[src/hw/rtl/iasp_pkg.sv]
// ----------------------------------------------------------------------------
// iasp_pkg
// Shared types and character codes for the add/sub/paren expression evaluator.
// ----------------------------------------------------------------------------
`default_nettype none

package iasp_pkg;

  localparam int WORD_W  = 32;
  localparam int DIGIT_W = 4;

  // Character codes that carry meaning in an expression
  localparam logic [7:0] CH_OPEN  = 8'h28;
  localparam logic [7:0] CH_CLOSE = 8'h29;
  localparam logic [7:0] CH_PLUS  = 8'h2B;
  localparam logic [7:0] CH_MINUS = 8'h2D;
  localparam logic [7:0] CH_ZERO  = 8'h30;
  localparam logic [7:0] CH_NINE  = 8'h39;

  // Queue between front and back (depth is a power of two)
  localparam int QUEUE_DEPTH = 2;
  localparam int QUEUE_AW    = $clog2(QUEUE_DEPTH);
  localparam int QUEUE_CW    = $clog2(QUEUE_DEPTH + 1);

  typedef enum logic [2:0] {
    OP_DIGIT,
    OP_OPEN,
    OP_CLOSE,
    OP_ADD,
    OP_SUB,
    OP_SKIP
  } op_kind_t;

  // Classified character handed from front to back
  typedef struct packed {
    op_kind_t             kind;
    logic [DIGIT_W-1:0]   digit;
    logic                 last;
  } op_t;

  typedef struct packed {
    logic [7:0] char_code;
    logic       last;
  } in_t;

  typedef struct packed {
    logic signed [WORD_W-1:0] value;
    logic                     status;
  } out_t;

  // One saved stack frame: sign and partial sum in front of a '('
  typedef struct packed {
    logic              sign_add;
    logic [WORD_W-1:0] sum;
  } frame_t;

endpackage

`default_nettype wire

[src/hw/rtl/iasp_queue.sv]
// ----------------------------------------------------------------------------
// iasp_queue
// Small FIFO of classified ops between the front and the back.
// ----------------------------------------------------------------------------
`default_nettype none

module iasp_queue (
  input  wire logic           clk,
  input  wire logic           rst,
  input  wire logic           push_valid,
  output logic                push_ready,
  input  wire iasp_pkg::op_t  push_op,
  output logic                pop_valid,
  input  wire logic           pop_ready,
  output iasp_pkg::op_t       pop_op
);

  iasp_pkg::op_t                     entries [iasp_pkg::QUEUE_DEPTH];
  logic [iasp_pkg::QUEUE_AW-1:0]     wptr;
  logic [iasp_pkg::QUEUE_AW-1:0]     rptr;
  logic [iasp_pkg::QUEUE_CW-1:0]     count;
  logic                              push_fire;
  logic                              pop_fire;

  assign push_ready = (count != iasp_pkg::QUEUE_CW'(iasp_pkg::QUEUE_DEPTH));
  assign pop_valid  = (count != '0);
  assign push_fire  = push_valid && push_ready;
  assign pop_fire   = pop_valid && pop_ready;
  assign pop_op     = entries[rptr];

  // Advance pointers and occupancy
  always_ff @(posedge clk) begin
    if (rst) begin
      wptr  <= '0;
      rptr  <= '0;
      count <= '0;
    end else begin
      if (push_fire) begin
        wptr <= wptr + 1'b1;
      end
      if (pop_fire) begin
        rptr <= rptr + 1'b1;
      end
      count <= count + iasp_pkg::QUEUE_CW'(push_fire) - iasp_pkg::QUEUE_CW'(pop_fire);
    end
  end

  // Store the incoming word
  always_ff @(posedge clk) begin
    if (push_fire) begin
      entries[wptr] <= push_op;
    end
  end

endmodule

`default_nettype wire

[src/hw/rtl/iasp_front.sv]
// ----------------------------------------------------------------------------
// iasp_front
// Accepts characters, classifies them and holds the op in a stage register.
// ----------------------------------------------------------------------------
`default_nettype none

module iasp_front (
  input  wire logic           clk,
  input  wire logic           rst,
  input  wire logic           item_valid,
  output logic                item_ready,
  input  wire iasp_pkg::in_t  item,
  output logic                op_valid,
  input  wire logic           op_ready,
  output iasp_pkg::op_t       op
);

  iasp_pkg::op_kind_t kind_c;
  logic               item_fire;

  // Classify the character
  always_comb begin
    kind_c = iasp_pkg::OP_SKIP;
    if (item.char_code inside {[iasp_pkg::CH_ZERO:iasp_pkg::CH_NINE]}) begin
      kind_c = iasp_pkg::OP_DIGIT;
    end else begin
      case (item.char_code)
        iasp_pkg::CH_OPEN:  kind_c = iasp_pkg::OP_OPEN;
        iasp_pkg::CH_CLOSE: kind_c = iasp_pkg::OP_CLOSE;
        iasp_pkg::CH_PLUS:  kind_c = iasp_pkg::OP_ADD;
        iasp_pkg::CH_MINUS: kind_c = iasp_pkg::OP_SUB;
        default:            kind_c = iasp_pkg::OP_SKIP;
      endcase
    end
  end

  assign item_ready = !op_valid || op_ready;
  assign item_fire  = item_valid && item_ready;

  // Hold the stage valid until the queue takes the word
  always_ff @(posedge clk) begin
    if (rst) begin
      op_valid <= 1'b0;
    end else if (item_fire) begin
      op_valid <= 1'b1;
    end else if (op_ready) begin
      op_valid <= 1'b0;
    end
  end

  // Load the classified word; '0'..'9' carry their value in the low nibble
  always_ff @(posedge clk) begin
    if (item_fire) begin
      op.kind  <= kind_c;
      op.digit <= item.char_code[iasp_pkg::DIGIT_W-1:0];
      op.last  <= item.last;
    end
  end

endmodule

`default_nettype wire

[src/hw/rtl/iasp_back.sv]
// ----------------------------------------------------------------------------
// iasp_back
// Executes classified ops: running sum, pending number and paren stack.
// ----------------------------------------------------------------------------
`default_nettype none

module iasp_back #(
  parameter int STACK_DEPTH = 64
) (
  input  wire logic           clk,
  input  wire logic           rst,
  input  wire logic           op_valid,
  output logic                op_ready,
  input  wire iasp_pkg::op_t  op,
  output logic                result_valid,
  input  wire logic           result_ready,
  output iasp_pkg::out_t      result
);

  localparam int AW = (STACK_DEPTH > 1) ? $clog2(STACK_DEPTH) : 1;
  localparam int DW = $clog2(STACK_DEPTH + 1);
  localparam logic [DW-1:0] DEPTH_MAX = DW'(STACK_DEPTH);
  localparam int W = iasp_pkg::WORD_W;

  // Architectural state
  logic [W-1:0]  running_sum, running_sum_next;
  logic          sign_add, sign_add_next;
  logic [W-1:0]  pend, pend_next;
  logic          in_num, in_num_next;
  logic [DW-1:0] depth, depth_next;
  logic          ovf, ovf_next;

  // Stack: top frame in a register, the rest in memory, next-below prefetched
  iasp_pkg::frame_t tos, tos_next;
  iasp_pkg::frame_t nos;
  iasp_pkg::frame_t mem [STACK_DEPTH];
  logic [AW-1:0]    rd_addr;

  logic          out_free;
  logic          fire;
  logic          push;
  logic [W-1:0]  sum_commit;
  logic [W-1:0]  pend_scaled;
  logic [W-1:0]  res_value;
  logic          res_status;

  assign out_free = !result_valid || result_ready;
  assign op_ready = !op.last || out_free;
  assign fire     = op_valid && op_ready;

  // Commit the pending number with the current sign
  assign sum_commit = !in_num ? running_sum :
                      (sign_add ? running_sum + pend : running_sum - pend);

  // Times ten plus the new digit
  assign pend_scaled = (pend << 3) + (pend << 1) + W'(op.digit);

  always_comb begin
    running_sum_next = running_sum;
    sign_add_next    = sign_add;
    pend_next        = pend;
    in_num_next      = in_num;
    depth_next       = depth;
    ovf_next         = ovf;
    tos_next         = tos;
    push             = 1'b0;
    res_value        = '0;
    res_status       = 1'b0;
    if (fire) begin
      if (op.kind == iasp_pkg::OP_DIGIT) begin
        pend_next   = pend_scaled;
        in_num_next = 1'b1;
      end else begin
        pend_next        = '0;
        in_num_next      = 1'b0;
        running_sum_next = sum_commit;
      end
      case (op.kind)
        iasp_pkg::OP_OPEN: begin
          if (depth != DEPTH_MAX) begin
            push             = 1'b1;
            tos_next         = '{sign_add: sign_add, sum: sum_commit};
            depth_next       = depth + DW'(1);
            running_sum_next = '0;
            sign_add_next    = 1'b1;
          end else begin
            ovf_next = 1'b1;
          end
        end
        iasp_pkg::OP_CLOSE: begin
          // Unmatched close is dropped
          if (depth != '0) begin
            tos_next         = nos;
            depth_next       = depth - DW'(1);
            running_sum_next = tos.sign_add ? tos.sum + sum_commit : tos.sum - sum_commit;
          end
        end
        iasp_pkg::OP_ADD: sign_add_next = 1'b1;
        iasp_pkg::OP_SUB: sign_add_next = 1'b0;
        default: ;
      endcase
      // Close out the expression and return to the reset state
      if (op.last) begin
        res_value = !in_num_next ? running_sum_next :
                    (sign_add_next ? running_sum_next + pend_next
                                   : running_sum_next - pend_next);
        res_status       = ovf_next;
        running_sum_next = '0;
        sign_add_next    = 1'b1;
        pend_next        = '0;
        in_num_next      = 1'b0;
        depth_next       = '0;
        ovf_next         = 1'b0;
      end
    end
  end

  always_ff @(posedge clk) begin
    if (rst) begin
      running_sum <= '0;
      sign_add    <= 1'b1;
      pend        <= '0;
      in_num      <= 1'b0;
      depth       <= '0;
      ovf         <= 1'b0;
    end else begin
      running_sum <= running_sum_next;
      sign_add    <= sign_add_next;
      pend        <= pend_next;
      in_num      <= in_num_next;
      depth       <= depth_next;
      ovf         <= ovf_next;
    end
  end

  // Hold the top frame
  always_ff @(posedge clk) begin
    tos <= tos_next;
  end

  // Spill the old top on push; prefetch the frame below the new top
  assign rd_addr = AW'(depth_next - DW'(2));

  always_ff @(posedge clk) begin
    if (push && depth != '0) begin
      mem[AW'(depth - DW'(1))] <= tos;
    end
    if (push) begin
      nos <= tos;
    end else begin
      nos <= mem[rd_addr];
    end
  end

  // Output register
  always_ff @(posedge clk) begin
    if (rst) begin
      result_valid <= 1'b0;
    end else if (fire && op.last) begin
      result_valid <= 1'b1;
    end else if (result_ready) begin
      result_valid <= 1'b0;
    end
  end

  always_ff @(posedge clk) begin
    if (fire && op.last) begin
      result.value  <= res_value;
      result.status <= res_status;
    end
  end

endmodule

`default_nettype wire

[src/hw/rtl/infix_add_sub_paren_evaluator.sv]
// ----------------------------------------------------------------------------
// infix_add_sub_paren_evaluator
// Evaluates +, - and parentheses over decimal numbers, one character a word.
// ----------------------------------------------------------------------------
// Usage:
//   item channel (item_valid/item_ready/item) takes one ASCII character per
//   word with a last flag on the final character of an expression.
//   result channel (result_valid/result_ready/result) gives one word per
//   expression: the 32-bit wrapped value and a status bit that is set when
//   a '(' found the paren stack full.
//   Throughput: one character per cycle while no result stall holds the back
//   end. The top stack frame sits in a register and the frame below it is
//   prefetched from the stack memory every cycle, so back-to-back ')' need
//   no wait on the memory read port.
//   Result path: the last character passes the front stage register, the
//   queue and the back end output register before the result shows.
//   Receiver stall: the back end holds only a last character while the
//   result register is full; other characters keep flowing, and the queue
//   and front stage then fill and drop item_ready.
//   Reset: clears sum, sign, pending number, stack depth and status; the
//   stack memory is not cleared, as entries are only used once written.
// ----------------------------------------------------------------------------
`default_nettype none

module infix_add_sub_paren_evaluator #(
  parameter int STACK_DEPTH = 64
) (
  input  wire logic            clk,
  input  wire logic            rst,
  input  wire logic            item_valid,
  output logic                 item_ready,
  input  wire iasp_pkg::in_t   item,
  output logic                 result_valid,
  input  wire logic            result_ready,
  output iasp_pkg::out_t       result
);

  logic          f_valid;
  logic          f_ready;
  iasp_pkg::op_t f_op;
  logic          q_valid;
  logic          q_ready;
  iasp_pkg::op_t q_op;

  iasp_front u_front (
    .clk        (clk),
    .rst        (rst),
    .item_valid (item_valid),
    .item_ready (item_ready),
    .item       (item),
    .op_valid   (f_valid),
    .op_ready   (f_ready),
    .op         (f_op)
  );

  iasp_queue u_queue (
    .clk        (clk),
    .rst        (rst),
    .push_valid (f_valid),
    .push_ready (f_ready),
    .push_op    (f_op),
    .pop_valid  (q_valid),
    .pop_ready  (q_ready),
    .pop_op     (q_op)
  );

  iasp_back #(
    .STACK_DEPTH (STACK_DEPTH)
  ) u_back (
    .clk          (clk),
    .rst          (rst),
    .op_valid     (q_valid),
    .op_ready     (q_ready),
    .op           (q_op),
    .result_valid (result_valid),
    .result_ready (result_ready),
    .result       (result)
  );

endmodule

`default_nettype wire

[config.mk]
export PLATFORM = sky130hd
export DESIGN_NAME = infix_add_sub_paren_evaluator
export DESIGN_NICKNAME = d
export VERILOG_FILES = /design/src/hw/rtl/iasp_pkg.sv /design/src/hw/rtl/iasp_queue.sv /design/src/hw/rtl/iasp_front.sv /design/src/hw/rtl/iasp_back.sv /design/src/hw/rtl/infix_add_sub_paren_evaluator.sv
export SDC_FILE = /design/constraint.sdc
export NUM_CORES = 2
export LEC_CHECK = 0
export BUFFER_PORTS_ARGS = -buffer_cell sky130_fd_sc_hd__buf_4
export CORE_MARGIN = 4
export CORE_UTILIZATION = 30
export DETAILED_ROUTE_END_ITERATION = 6
export SLEW_MARGIN = 20
export SYNTH_ARGS = -nofsm -noshare
export SYNTH_HDL_FRONTEND = slang
export SYNTH_SLANG_ARGS = --single-unit
[constraint.sdc]
create_clock -name clk -period 10.4 [get_ports clk]
set_input_delay 1.56 -clock clk [delete_from_list [all_inputs] [get_ports clk]]
set_output_delay 1.56 -clock clk [all_outputs]
set_load 0.01 [all_outputs]
==> results.toml <==
[outcome]
status = "finished, violations left"
violations = "DRC"

[floorplan]
core_um2 = 336000
die_h_um = 589
fp.dieW_um = 589
io_pins = 48
die_area_um2 = 347000
rows = 213
initial_core_util = 0.301

[clock_tree]
ctsHoldBuffers = 0
cts_resized = 0
post_cts_buffers = 0
insertion_delay_ns = 0.87
clkTransAtPathRegs_ns = 0.06
cts_num_sinks = 2316
clockRootBuffer = "clkbuf_16"
cts_buffer_depth = 3
cts_tree = "built"
ctsHtreeMaxLevel = 4
cts_made_buffers = 230

[timing]
hold_viol = 0
period_needed_ns = 9.23
fin_ws_ns = 1.17
skew_ns = 0.0622
rsz0062_at_grt = "false"
tightest_slew_ns = 1.06
relSlewSlack = 0.292
finalSetupViolations = 0
max_freq_mhz = 108
period_share = 0.887
fin_setup_tns_ns = 0
slew_violations = 0

[grt]
grt_use_total = 0.158
grt_pass1_vias = 58000
antenna_found_initial = 10
grt_pass1_wl_um = 407000
gr-total-overflow = 0
grt_max_degree = 112

[detailed_routing]
drtIter0Drc = 6593
vias = 59300
drt_wl_total_um = 282000
viasPerCell = 5.22
wl_per_cell_um = 24.8
antenna_left = 0
drcViolationCount = 1
dr.pass1.iters = 7

[power]
power_switching_share = 0.222
internal_power_uw = 15400
power.leakage_uw = 0.0370
pwr-share-comb = 0.057
p_seq_frac = 0.515
p_sw_uw = 4400
p_per_area_nw_per_um2 = 172
clkPwrFrac = 0.428
irDropWorstVdd_mv = 0.161

[synthesis]
synthFlopType = "edfxtp_1"
yosys_warnings = 0
synthTopCellsByCount = "edfxtp_1 (2202), nand2_1 (680), mux2i_1 (592)"
syn_inst = 6536
async_flop_share = 0
ys_seq_area_frac = 0.676
syn_nets = 6721
netlist_area_um2 = 101000
yosysTopAreaCellShare = 0.653
yosysTopAreaCell = "edfxtp_1"
postSynthAreaPerCell_um2 = 15.5
synth-seq-cells = 2316
synth_cell_types = 99
synth.most_common_cell = "edfxtp_1"
synth-edff-count = 2202
yosys-top-cells-area = "edfxtp_1 (65%), mux4_2 (7.6%), mux2i_1 (5.9%), nand2_1 (2.5%), dfxtp_1 (2.3%)"

[critical_path]
r2r-end = "u_back.result[32]"
crit_required_ns = 11.02
cp-start-kind = "register"
r2r_setup_slack_ns = 1.17
worst-endpoint-arrival_ns = 9.85
critPathMaxFanout = 9
r2r-start = "u_back.pend[0]"
crit_path_max_incr_delay_ns = 0.61
crit_slowest_cell = "or4_1"
path_class = "register to register"
r2r_cells = 33
crit_top_cell = "a21oi_1"
critPathLaunch = "u_back.pend[0]"
critPathCaptureType = "register"

[min_path]
hp-start = "u_front.op[2]"
hold_path_depth = 0
holdPathEnd = "u_queue.entries[1][2]"
hold_path_class = "register to register"

[finish]
syn_to_final_growth_pct = 14.2
nets = 6839
fin_util = 0.344
design_area_um2 = 116000
final_layout_size_suffix_gt1_frac = 0.154

[placed_design]
dp_hpwl_um = 158000
place_area_um2 = 108000
io_buffers = 47
place_congestion = 0.868
place_ws_ns = 1.27

[run]
maxCapViolCount = 0
[power groups by stage]
stage	sequential, uW	combinational (uW)	clock, uW
after floorplan	10400	704	0
after global placement	10400	1100	0
after detailed placement	10400	1120	0
after CTS	10200	1120	8660
after global routing	10200	1210	9050
final	10200	1130	8490
[worst max path at each step]
stage,to,cells past startpoint,slack (ns)
2_1_floorplan,u_back.result[32],35,2.69
3_3_place_gp,u_back.result[32],35,1.08
3_5_place_dp,u_back.result[32],33,1.27
4_1_cts,u_back.result[32],32,1.23
5_1_grt,u_back.result[32],33,0.52
6_report,u_back.result[32],33,1.17
[area by class of cell]
| class | instances | area [um^2] |
|---|---|---|
| multi-input combinational | 3791 | 31400 |
| antenna | 4 | 10.0 |
| clock inverter | 153 | 1760 |
| inverter | 72 | 278 |
| fill | 32100 | 221000 |
| clock buffer | 277 | 6060 |
| timing repair buffer | 243 | 2050 |
| sequential | 2316 | 68400 |
| tap | 4515 | 5650 |
[cell families after synthesis]
family	after synthesis	synth area share
adders and majority gates	172	0.0216
AOI/OAI and AO/OA	922	0.0618
buffers and inverters	429	0.0203
DFF	2316	0.676
xor gates and xnor gates	167	0.0144
muxes	947	0.136
and+or+nand+nor	1583	0.0701
[worst max-delay path, delay by kind of cell (launching register included)]
kind	cells	cell delay, ns
xor+xnor	4	0.66
compound gates	18	3.73
flops	1	0.40
simple gates	8	2.91
fa+ha+maj	3	1.28
[sequential cells by signal, indices dropped and copies added, names as in the netlist, 2 cells and up, named ones only]
register            cells
u_back.mem           2112
u_back.nos             33
u_back.result          33
u_back.tos             33
u_back.pend            32
u_back.running_sum     32
u_queue.entries        16
u_front.op              8
u_back.depth            7
u_queue.count           2
[layer usage]
metal / part of all wire / global-route usage / wire length [um] / vias to the layer above
li1: - / - / - / 25900
met1: 0.43 / 0.218 / 120000 / 30700
met2: 0.47 / 0.258 / 133000 / 2335
met3: 0.072 / 0.0209 / 20400 / 392
met4: 0.031 / 0.0478 / 8690 / 0
met5: 0 / 0 / 0 / -
[cells in the final DEF (no fill, tap or decap), types with 97 or more instances in the layout]
master and count:
mux4_2 340, edfxtp_1 2202, a21oi_1 254, nand2_1 680, buf_4 224, and3_1 97
mux2i_1 592, ha_1 166, o21ai_0 101, clkbuf_16 233, dfxtp_1 113, nand3_1 192
nor2_1 308
[metrics by stage]
step                      hold WS [ns]  total power (uW)  cells
after floorplan                  0.421             11100   6536
after global placement           0.457             11500  10900
after detailed placement         0.451             11500  10900
after CTS                        0.458             20000  11400
after global routing             0.489             20500  11400
final                            0.456             19900  11400
Note: power is estimated with default switching activity, not from simulation.
